[src/rtl/tks_pkg.sv]
// ----------------------------------------------------------------------------
// tks_pkg
// Shared types and constants for the top-k index selector: beat payloads,
// register map, and the command/status bundles between control and datapath.
// ----------------------------------------------------------------------------
package tks_pkg;

   localparam int SCORE_FIELD_BITS = 32;
   localparam int KEPT_INDEX_BITS  = 6;
   localparam int KEEP_COUNT_BITS  = 7;

   localparam int CSR_ADDR_BITS = 3;
   localparam int CSR_DATA_BITS = 32;
   localparam int CSR_REG_BITS  = 1;

   // register index codes (byte address / 4)
   localparam logic [CSR_REG_BITS-1:0] REG_KEEP_COUNT = 1'b0;

   localparam logic [KEEP_COUNT_BITS-1:0] KEEP_COUNT_RESET = 7'd64;

   typedef struct packed {
      logic [SCORE_FIELD_BITS-1:0] score;
      logic                        last_score;
   } req_payload_type;

   typedef struct packed {
      logic [KEPT_INDEX_BITS-1:0] kept_index;
      logic                       last_kept;
   } rsp_payload_type;

   typedef struct packed {
      logic load;       // store accepted score
      logic clear_vec;  // vector finished, restart loading at entry 0
      logic scan_first; // start the index scan
      logic scan_next;  // move to the next index
      logic rd_pivot;   // read the scanned entry
      logic cap_pivot;  // capture scanned entry, start the compare sweep
      logic sweep;      // compare one entry against the pivot
      logic emit;       // load the result register
   } ctrl_cmd_type;

   typedef struct packed {
      logic req_fire;
      logic req_last;
      logic keep_zero;
      logic keep_all;
      logic keep_hit;
      logic last_scan;
      logic last_cmp;
      logic out_free;
   } ctrl_status_type;

endpackage

[src/rtl/tks_ram.sv]
// ----------------------------------------------------------------------------
// tks_ram
// Generic single-write, single-read RAM with registered read data.
// ----------------------------------------------------------------------------
module tks_ram #(
   parameter int WIDTH = 32,
   parameter int DEPTH = 64
) (
   input  logic                     clock,
   input  logic                     wr_en,
   input  logic [$clog2(DEPTH)-1:0] wr_addr,
   input  logic [WIDTH-1:0]         wr_data,
   input  logic [$clog2(DEPTH)-1:0] rd_addr,
   output logic [WIDTH-1:0]         rd_data
);

   logic [WIDTH-1:0] mem_ff [DEPTH];
   logic [WIDTH-1:0] rd_data_ff;

   always_ff @(posedge clock) begin
      if (wr_en) begin
         mem_ff[wr_addr] <= wr_data;
      end
      rd_data_ff <= mem_ff[rd_addr];
   end

   assign rd_data = rd_data_ff;

endmodule

[src/rtl/tks_ctrl.sv]
// ----------------------------------------------------------------------------
// tks_ctrl
// Sequencer for the top-k selector: load, per-index rank sweep, emit.
// ----------------------------------------------------------------------------
module tks_ctrl (
   input  logic                    clock,
   input  logic                    reset,
   input  tks_pkg::ctrl_status_type status,
   output tks_pkg::ctrl_cmd_type    cmd,
   output logic                    load_ready
);

   typedef enum logic [6:0] {
      ST_IDLE    = 7'b0000001,
      ST_START   = 7'b0000010,
      ST_PIV_RD  = 7'b0000100,
      ST_PIV_CAP = 7'b0001000,
      ST_SWEEP   = 7'b0010000,
      ST_DECIDE  = 7'b0100000,
      ST_EMIT    = 7'b1000000
   } state_type;

   state_type state_ff;
   state_type state_in;

   always_comb begin
      state_in = state_ff;
      cmd      = '0;
      case (state_ff)
         ST_IDLE: begin
            if (status.req_fire) begin
               cmd.load = 1'b1;
               if (status.req_last) begin
                  state_in = ST_START;
               end
            end
         end
         ST_START: begin
            cmd.scan_first = 1'b1;
            if (status.keep_zero) begin
               cmd.clear_vec = 1'b1;
               state_in      = ST_IDLE;
            end else if (status.keep_all) begin
               state_in = ST_EMIT;
            end else begin
               state_in = ST_PIV_RD;
            end
         end
         ST_PIV_RD: begin
            cmd.rd_pivot = 1'b1;
            state_in     = ST_PIV_CAP;
         end
         ST_PIV_CAP: begin
            cmd.cap_pivot = 1'b1;
            state_in      = ST_SWEEP;
         end
         ST_SWEEP: begin
            cmd.sweep = 1'b1;
            if (status.last_cmp) begin
               state_in = ST_DECIDE;
            end
         end
         ST_DECIDE: begin
            if (status.keep_hit) begin
               state_in = ST_EMIT;
            end else if (status.last_scan) begin
               cmd.clear_vec = 1'b1;
               state_in      = ST_IDLE;
            end else begin
               cmd.scan_next = 1'b1;
               state_in      = ST_PIV_RD;
            end
         end
         ST_EMIT: begin
            if (status.out_free) begin
               cmd.emit = 1'b1;
               if (status.last_scan) begin
                  cmd.clear_vec = 1'b1;
                  state_in      = ST_IDLE;
               end else begin
                  cmd.scan_next = 1'b1;
                  state_in      = status.keep_all ? ST_EMIT : ST_PIV_RD;
               end
            end
         end
         default: begin
            state_in = ST_IDLE;
         end
      endcase
   end

   always_ff @(posedge clock) begin
      if (reset) begin
         state_ff <= ST_IDLE;
      end else begin
         state_ff <= state_in;
      end
   end

   assign load_ready = (state_ff == ST_IDLE);

endmodule

[src/rtl/tks_dpath.sv]
// ----------------------------------------------------------------------------
// tks_dpath
// Datapath of the top-k selector: score memory, load and scan counters,
// pivot compare with rank counter, and the result register.
// ----------------------------------------------------------------------------
module tks_dpath #(
   parameter int MAX_ENTRIES = 64,
   parameter int SCORE_BITS  = 32
) (
   input  logic                                 clock,
   input  logic                                 reset,
   input  tks_pkg::ctrl_cmd_type                cmd,
   output tks_pkg::ctrl_status_type             status,
   input  logic [tks_pkg::KEEP_COUNT_BITS-1:0]  keep_count,
   input  logic                                 req_valid,
   input  logic                                 load_ready,
   input  tks_pkg::req_payload_type             req_payload,
   output logic                                 rsp_valid,
   input  logic                                 rsp_stall,
   output tks_pkg::rsp_payload_type             rsp_payload
);

   localparam int IDX_W = $clog2(MAX_ENTRIES);
   localparam int CNT_W = $clog2(MAX_ENTRIES + 1);
   localparam int CMP_W = (CNT_W > tks_pkg::KEEP_COUNT_BITS) ? CNT_W : tks_pkg::KEEP_COUNT_BITS;
   localparam logic [CNT_W-1:0] FULL_COUNT = CNT_W'(MAX_ENTRIES);

   logic [CNT_W-1:0]      loaded_ff,  loaded_in;
   logic [IDX_W-1:0]      scan_ff,    scan_in;
   logic [IDX_W-1:0]      cmp_ff,     cmp_in;
   logic [CNT_W-1:0]      rank_ff,    rank_in;
   logic [CNT_W-1:0]      emitted_ff, emitted_in;
   logic [SCORE_BITS-1:0] pivot_ff,   pivot_in;
   logic                  out_valid_ff, out_valid_in;
   tks_pkg::rsp_payload_type out_ff,  out_in;

   logic                  mem_wr_en;
   logic [IDX_W-1:0]      mem_rd_addr;
   logic [SCORE_BITS-1:0] mem_rd_data;
   logic                  outranks;
   logic                  store_full;
   logic [CMP_W-1:0]      keep_ext;
   logic [CMP_W-1:0]      loaded_ext;
   logic [CMP_W-1:0]      total_keep;

   assign store_full = (loaded_ff == FULL_COUNT);
   assign mem_wr_en  = cmd.load && !store_full;

   always_comb begin
      if (cmd.cap_pivot) begin
         mem_rd_addr = '0;
      end else if (cmd.sweep) begin
         mem_rd_addr = cmp_ff + IDX_W'(1);
      end else begin
         mem_rd_addr = scan_ff;
      end
   end

   tks_ram #(
      .WIDTH (SCORE_BITS),
      .DEPTH (MAX_ENTRIES)
   ) u_score_ram (
      .clock   (clock),
      .wr_en   (mem_wr_en),
      .wr_addr (IDX_W'(loaded_ff)),
      .wr_data (SCORE_BITS'(req_payload.score)),
      .rd_addr (mem_rd_addr),
      .rd_data (mem_rd_data)
   );

   // entry cmp outranks the pivot: higher score, or equal score at a lower index
   assign outranks = (mem_rd_data > pivot_ff) ||
                     ((mem_rd_data == pivot_ff) && (cmp_ff < scan_ff));

   assign keep_ext   = CMP_W'(keep_count);
   assign loaded_ext = CMP_W'(loaded_ff);
   // ranking is a strict order, so exactly this many indices are kept
   assign total_keep = status.keep_all ? loaded_ext : keep_ext;

   always_comb begin
      loaded_in    = loaded_ff;
      scan_in      = scan_ff;
      cmp_in       = cmp_ff;
      rank_in      = rank_ff;
      emitted_in   = emitted_ff;
      pivot_in     = pivot_ff;
      out_in       = out_ff;
      out_valid_in = out_valid_ff;

      if (out_valid_ff && !rsp_stall) begin
         out_valid_in = 1'b0;
      end
      if (mem_wr_en) begin
         loaded_in = loaded_ff + CNT_W'(1);
      end
      if (cmd.scan_first) begin
         scan_in    = '0;
         emitted_in = '0;
      end
      if (cmd.scan_next) begin
         scan_in = scan_ff + IDX_W'(1);
      end
      if (cmd.cap_pivot) begin
         pivot_in = mem_rd_data;
         cmp_in   = '0;
         rank_in  = '0;
      end
      if (cmd.sweep) begin
         cmp_in = cmp_ff + IDX_W'(1);
         if (outranks) begin
            rank_in = rank_ff + CNT_W'(1);
         end
      end
      if (cmd.emit) begin
         out_valid_in      = 1'b1;
         out_in.kept_index = tks_pkg::KEPT_INDEX_BITS'(scan_ff);
         out_in.last_kept  = ((CMP_W'(emitted_ff) + CMP_W'(1)) == total_keep);
         emitted_in        = emitted_ff + CNT_W'(1);
      end
      if (cmd.clear_vec) begin
         loaded_in = '0;
      end
   end

   always_ff @(posedge clock) begin
      if (reset) begin
         loaded_ff    <= '0;
         scan_ff      <= '0;
         cmp_ff       <= '0;
         rank_ff      <= '0;
         emitted_ff   <= '0;
         out_valid_ff <= 1'b0;
      end else begin
         loaded_ff    <= loaded_in;
         scan_ff      <= scan_in;
         cmp_ff       <= cmp_in;
         rank_ff      <= rank_in;
         emitted_ff   <= emitted_in;
         out_valid_ff <= out_valid_in;
      end
   end

   always_ff @(posedge clock) begin
      pivot_ff <= pivot_in;
      out_ff   <= out_in;
   end

   always_comb begin
      status.req_fire  = req_valid && load_ready;
      status.req_last  = req_payload.last_score;
      status.keep_zero = (keep_count == '0);
      status.keep_all  = (keep_ext >= loaded_ext);
      status.keep_hit  = (CMP_W'(rank_ff) < keep_ext);
      status.last_scan = ((CNT_W'(scan_ff) + CNT_W'(1)) == loaded_ff);
      status.last_cmp  = ((CNT_W'(cmp_ff) + CNT_W'(1)) == loaded_ff);
      status.out_free  = !out_valid_ff || !rsp_stall;
   end

   assign rsp_valid   = out_valid_ff;
   assign rsp_payload = out_ff;

endmodule

[src/rtl/top_k_index_select.sv]
// ----------------------------------------------------------------------------
// top_k_index_select
// Loads a vector of unsigned Q16.16 scores and returns, in ascending order,
// the indices of the keep_count highest scores (ties: lower index wins).
//
//   channel | direction | handshake            | payload
//   --------+-----------+----------------------+-------------------------------
//   req_    | in        | req_valid/req_stall  | score, last_score
//   rsp_    | out       | rsp_valid/rsp_stall  | kept_index, last_kept
//   csr_    | in/out    | APB, pready tied high| keep_count at byte address 0
//
// Scores load one beat per cycle while req_stall is low. After the last beat
// of a vector, req_stall stays high while the block ranks it: nothing is kept
// when keep_count is 0, every index is emitted unswept when keep_count is at
// least the vector length, else each index is swept through the single RAM
// read port. rsp_stall keeps it high longer. Synchronous active-high reset;
// keep_count resets to 64.
// ----------------------------------------------------------------------------
module top_k_index_select #(
   parameter int MAX_ENTRIES = 64,
   parameter int SCORE_BITS  = 32
) (
   input  logic                               clock,
   input  logic                               reset,
   input  logic                               req_valid,
   output logic                               req_stall,
   input  tks_pkg::req_payload_type           req_payload,
   output logic                               rsp_valid,
   input  logic                               rsp_stall,
   output tks_pkg::rsp_payload_type           rsp_payload,
   input  logic                               csr_psel,
   input  logic                               csr_penable,
   input  logic                               csr_pwrite,
   input  logic [tks_pkg::CSR_ADDR_BITS-1:0]  csr_paddr,
   input  logic [tks_pkg::CSR_DATA_BITS-1:0]  csr_pwdata,
   output logic [tks_pkg::CSR_DATA_BITS-1:0]  csr_prdata,
   output logic                               csr_pready
);

   logic [tks_pkg::KEEP_COUNT_BITS-1:0] keep_count_ff, keep_count_in;
   logic [tks_pkg::CSR_REG_BITS-1:0]    csr_reg;
   logic                                csr_write;
   logic                                load_ready;
   tks_pkg::ctrl_cmd_type               cmd;
   tks_pkg::ctrl_status_type            status;

   assign csr_pready = 1'b1;
   assign csr_reg    = csr_paddr[tks_pkg::CSR_ADDR_BITS-1:2];
   assign csr_write  = csr_psel && csr_penable && csr_pwrite && csr_pready;

   always_comb begin
      keep_count_in = keep_count_ff;
      if (csr_write && (csr_reg == tks_pkg::REG_KEEP_COUNT)) begin
         keep_count_in = csr_pwdata[tks_pkg::KEEP_COUNT_BITS-1:0];
      end
   end

   always_ff @(posedge clock) begin
      if (reset) begin
         keep_count_ff <= tks_pkg::KEEP_COUNT_RESET;
      end else begin
         keep_count_ff <= keep_count_in;
      end
   end

   always_comb begin
      if (csr_reg == tks_pkg::REG_KEEP_COUNT) begin
         csr_prdata = tks_pkg::CSR_DATA_BITS'(keep_count_ff);
      end else begin
         csr_prdata = '0;
      end
   end

   assign req_stall = !load_ready;

   tks_ctrl u_ctrl (
      .clock      (clock),
      .reset      (reset),
      .status     (status),
      .cmd        (cmd),
      .load_ready (load_ready)
   );

   tks_dpath #(
      .MAX_ENTRIES (MAX_ENTRIES),
      .SCORE_BITS  (SCORE_BITS)
   ) u_dpath (
      .clock       (clock),
      .reset       (reset),
      .cmd         (cmd),
      .status      (status),
      .keep_count  (keep_count_ff),
      .req_valid   (req_valid),
      .load_ready  (load_ready),
      .req_payload (req_payload),
      .rsp_valid   (rsp_valid),
      .rsp_stall   (rsp_stall),
      .rsp_payload (rsp_payload)
   );

endmodule

[config.mk]
export PLATFORM = sky130hd
export DESIGN_NAME = top_k_index_select
export DESIGN_NICKNAME = d
export VERILOG_FILES = /design/src/rtl/tks_pkg.sv /design/src/rtl/tks_ram.sv /design/src/rtl/tks_ctrl.sv /design/src/rtl/tks_dpath.sv /design/src/rtl/top_k_index_select.sv
export SDC_FILE = /design/constraint.sdc
export NUM_CORES = 2
export LEC_CHECK = 0
export BUFFER_PORTS_ARGS = -buffer_cell sky130_fd_sc_hd__buf_2
export CORE_ASPECT_RATIO = 2
export CORE_MARGIN = 5
export CORE_UTILIZATION = 60
export DETAILED_ROUTE_END_ITERATION = 16
export PLACE_DENSITY = 0.81
export SLEW_MARGIN = 25
export SYNTH_ARGS = -nofsm -noshare
export SYNTH_HDL_FRONTEND = slang
export SYNTH_HIERARCHICAL = 1
export SYNTH_SLANG_ARGS = --single-unit
[constraint.sdc]
create_clock -name clock -period 7 [get_ports clock]
set_input_delay 1.4 -clock clock [delete_from_list [all_inputs] [get_ports clock]]
set_output_delay 1.4 -clock clock [all_outputs]
set_load 0.1 [all_outputs]
== Word-level counts from Yosys, hierarchy flattened ==
Memory sizes are Yosys's and may differ from the RTL's. A register that Yosys moved wholly into a read port is not among the register bits.
Index checks and enable logic that the tools add are counted.
Cells by class
  reductions and logical operators: 20
  magnitude comparators: 4
  equal/unequal tests: 16
  muxes and demuxes: 43
  bitwise logic cells: 1
  add/sub/neg operators: 7
Operator list (number)
  $mux 7: 15
  $pmux 7 s7: 1
  $mux 6: 6
  $eq 32x32->1: 1
  $gt 32x32->1: 1
  $add 7x1->7 const B: 3
  $eq 7x7->1: 3
  $mux 1: 18
  $add 6x1->7 const B: 2
  $eq 7x7->1 const B: 2
  $add 6x1->6 const B: 2
  $reduce_bool 2->1: 4
  $eq 7x1->1 const B: 1
  $eq 7x2->1 const B: 1
  $eq 7x3->1 const B: 1
  $eq 7x4->1 const B: 1
  $eq 7x5->1 const B: 1
  $eq 7x6->1 const B: 1
  $ge 7x7->1: 1
  $logic_and 1x1->1: 7
  $logic_not 7->1: 1
  $lt 7x7->1: 1
  $lt 6x6->1: 1
  $ne 2x2->1 const B: 3
  other kinds (9): 13
Storage, ports and cells
  memory bits (writable): 2048
  register bits after elaboration: 87
  memories kept: 1
Memory list
  u_dpath.u_score_ram.mem_ff: depth 64, width 32, rd ports 1, clocked after memory_dff 1, write ports 1, RTL line tks_ram.sv:17  | logic [WIDTH-1:0] mem_ff [DEPTH];

== Longest topological paths before layout ==
  depth in word-level cells: 7
  gate-level depth with buffers: 16
  gate-level depth less buffers: 15

== Modules after synthesis ==
The synthesis kept the hierarchy.
Modules (own cells, without submodules)
  tks_ram: cells each 3324, area an instance 78515.3 µm², times used 1, sequential area each 62139.6 µm²
  tks_dpath: cells each 497, area an instance 4631.9 µm², times used 1, sequential area each 1851.8 µm²
  top_k_index_select: cells each 67, area an instance 585.6 µm², times used 1, sequential area each 140.1 µm²
  tks_ctrl: cells each 66, area an instance 565.5 µm², times used 1, sequential area each 140.1 µm²

== Worst setup path before layout ==
OpenSTA, ideal clock, no wires.
  kind: input-to-reg
  start point: input req_valid
  end point: memory u_dpath.u_score_ram.mem_ff[48][0], enable pin
  arrival time: 4.821 ns
  cell stages on the path: 7
  path slack: 1.718 ns
  setup time: 0.461 ns
  cell sequence: and2_1 > and3_1 > inv_1 > a31oi_1 > nor2b_1 > nand4b_1 > nor3_1
RTL lines
  start, declared: RTL line top_k_index_select.sv:25  | input logic req_valid,
  end, declared: RTL line tks_ram.sv:17

==> results.json <==
{
  "ios": 117,
  "avgSynthCellArea_um2": 21.32,
  "rsz0062_at_grt": "false",
  "wirelength_um": 218600,
  "whs_ns": 0.4252,
  "fmax_mhz": 205.7,
  "r2r-start": "u_ctrl/state_ff[4]",
  "cts_setup_buffers": 0,
  "min_period_ns": 4.862,
  "finalSetupTns_ns": 0,
  "io_buffers": 63,
  "p_leak_nw": 28.31,
  "drc": 0,
  "cts_buffer_depth": 4,
  "std_cell_rows": 194,
  "firstDrtPassIters": 6,
  "htree_num_levels": 4,
  "first_iter_violations": 5647,
  "worstPathArrival_ns": 5.52,
  "tightest_slew_ns": 1.163,
  "worstHoldStart": "u_dpath/u_score_ram/rd_data[29]",
  "cts-resized-gates": 0,
  "initial_utilization": 0.6029,
  "yosys_warnings": 6,
  "synthesis.instances": 3953,
  "grt_usage": 0.2957,
  "setup_viol": 0,
  "core_um2": 139800,
  "die_h_um": 540.1,
  "drv_cap": 0,
  "clkTransAtPathRegs_ns": 0.07,
  "wl_per_cell_um": 35.78,
  "hold_class": "flop to flop",
  "final_antenna_net_count": 0,
  "numCtsBuffers": 172,
  "clk_root_buffer_cell": "clkbuf_16",
  "die_w_um": 275.0,
  "overflow": 0,
  "cts_sinks": 2167,
  "nNetsFinal": 4244,
  "period_share": 0.6946,
  "hpwl_um": 121800,
  "fin_skew_ns": 0.06772,
  "antenna_found_initial": 7,
  "cts.hold.buffers_added": 0,
  "gp_congestion": 0.8336,
  "grt_max_degree": 104,
  "area_growth_pct": 10.61,
  "die-area_um2": 148500,
  "outcome": "completed",
  "peakVddDrop_uv": 211.2,
  "first_global_vias": 44470,
  "path_class": "flop to flop",
  "cp-end-kind": "flop",
  "cp-startpoint": "u_ctrl/state_ff[4]",
  "slew_viol_final": 0,
  "startpoint_type": "flop",
  "drive_gt1_frac": 0.2590,
  "fillers": 8170,
  "synth_area_um2": 84290,
  "grt_pass1_wl_um": 313100,
  "worstPathRequired_ns": 7.66,
  "hold_violations": 0,
  "cp_max_fo": 103,
  "cts_tree": "built",
  "powerDensity_nw_per_um2": 282.4,
  "clkLatencyLatePin_ns": 0.85,
  "viasPerCell": 7.031,
  "num_vias": 42960,
  "relSlewSlack": 0.2231
}
## placed cells by master, fill, tap and decap left out, types with 37 or more instances in the layout
master and instances:
a21oi_1 101, buf_2 37, buf_4 128, clkbuf_16 173, clkinv_2 43, dfxtp_1 80
edfxtp_1 2087, ha_1 56, inv_1 57, mux2i_1 102, mux4_2 544, nand2_1 56
nor2_1 122, nor2_4 62, o22ai_1 85
## power by group
part / switching, W / internal, W / leakage [nW] / total [W]
registers: 0.000173 / 0.0144 / 19.4 / 0.0146
logic: 0.00123 / 0.000732 / 6.18 / 0.00197
clock network: 0.00449 / 0.00526 / 2.70 / 0.00975
## state kept, by name, indices dropped and copies added (netlist names), 6 cells and up
| signal | cells |
|---|---|
| u_dpath/rsp_payload | 7 |
| u_dpath/emitted_ff | 7 |
| u_ctrl/state_ff | 7 |
| u_dpath/loaded_ext | 7 |
| u_dpath/pivot_ff | 32 |
| u_dpath/scan_ff | 6 |
| u_dpath/rank_ff | 7 |
| u_dpath/u_score_ram/mem_ff | 2048 |
| u_dpath/cmp_ff | 6 |
| keep_count_ff | 7 |
| u_dpath/u_score_ram/rd_data | 32 |
## layer usage
layer	up-vias	global-route usage	share of wire	wire length, um
met4	4	0.1851	0.081	17730
met1	22090	0.3427	0.30	65210
li1	16710	-	-	-
met3	881	0.04389	0.092	20070
met5	-	0	0.00015	33
met2	3272	0.5164	0.53	115500
## worst max-delay path, stage by stage (launching register included)
cell and delay [ns]:
dfxtp_1 0.43, nor4_4 0.43, and2_2 0.64, buf_4 0.62, a211oi_4 0.16, buf_12 0.27, nor2_1 0.79, a22oi_1 0.17
and3_1 0.23, o32ai_1 0.69, nor3_1 0.12
## path summary, 6_finish.rpt
kind	end	slack (ns)	depth (start not counted)
setup / recovery	u_dpath/u_score_ram/rd_data[4]	2.14	10
hold / removal	u_dpath/pivot_ff[29]	0.43	0
setup reg to reg	u_dpath/u_score_ram/rd_data[4]	2.14	10
hold reg to reg	u_dpath/pivot_ff[29]	0.43	0
## metrics by stage
| stage | power, W | utilization | setup slack (ns) | std cells | area, um^2 |
|---|---|---|---|---|---|
| after floorplan | 0.01601 | - | 1.718 | 3977 | 84380 |
| after global placement | 0.01666 | 0.6267 | 2.219 | 5799 | 87630 |
| after detailed placement | 0.01676 | 0.6271 | 2.134 | 5801 | 87680 |
| after CTS | 0.02638 | 0.6663 | 2.249 | 6106 | 93160 |
| after global routing | 0.02712 | 0.6668 | 1.983 | 6109 | 93230 |
| final | 0.02633 | 0.6669 | 2.138 | 6110 | 93240 |
## cell type report
| type | instances | area [um^2] | area share |
|---|---|---|---|
| Tap cell | 1862 | 2330 | 0.02499 |
| Sequential cell | 2167 | 64270 | 0.6893 |
| Timing Repair Buffer | 190 | 1654 | 0.01774 |
| Antenna cell | 4 | 10.01 | 0.0001074 |
| Clock buffer | 205 | 4519 | 0.04847 |
| Multi-Input combinational cell | 1525 | 19280 | 0.2067 |
| Inverter | 57 | 214.0 | 0.002295 |
| Clock inverter | 100 | 960.9 | 0.01031 |
Note: power is estimated with default switching activity, not from simulation.
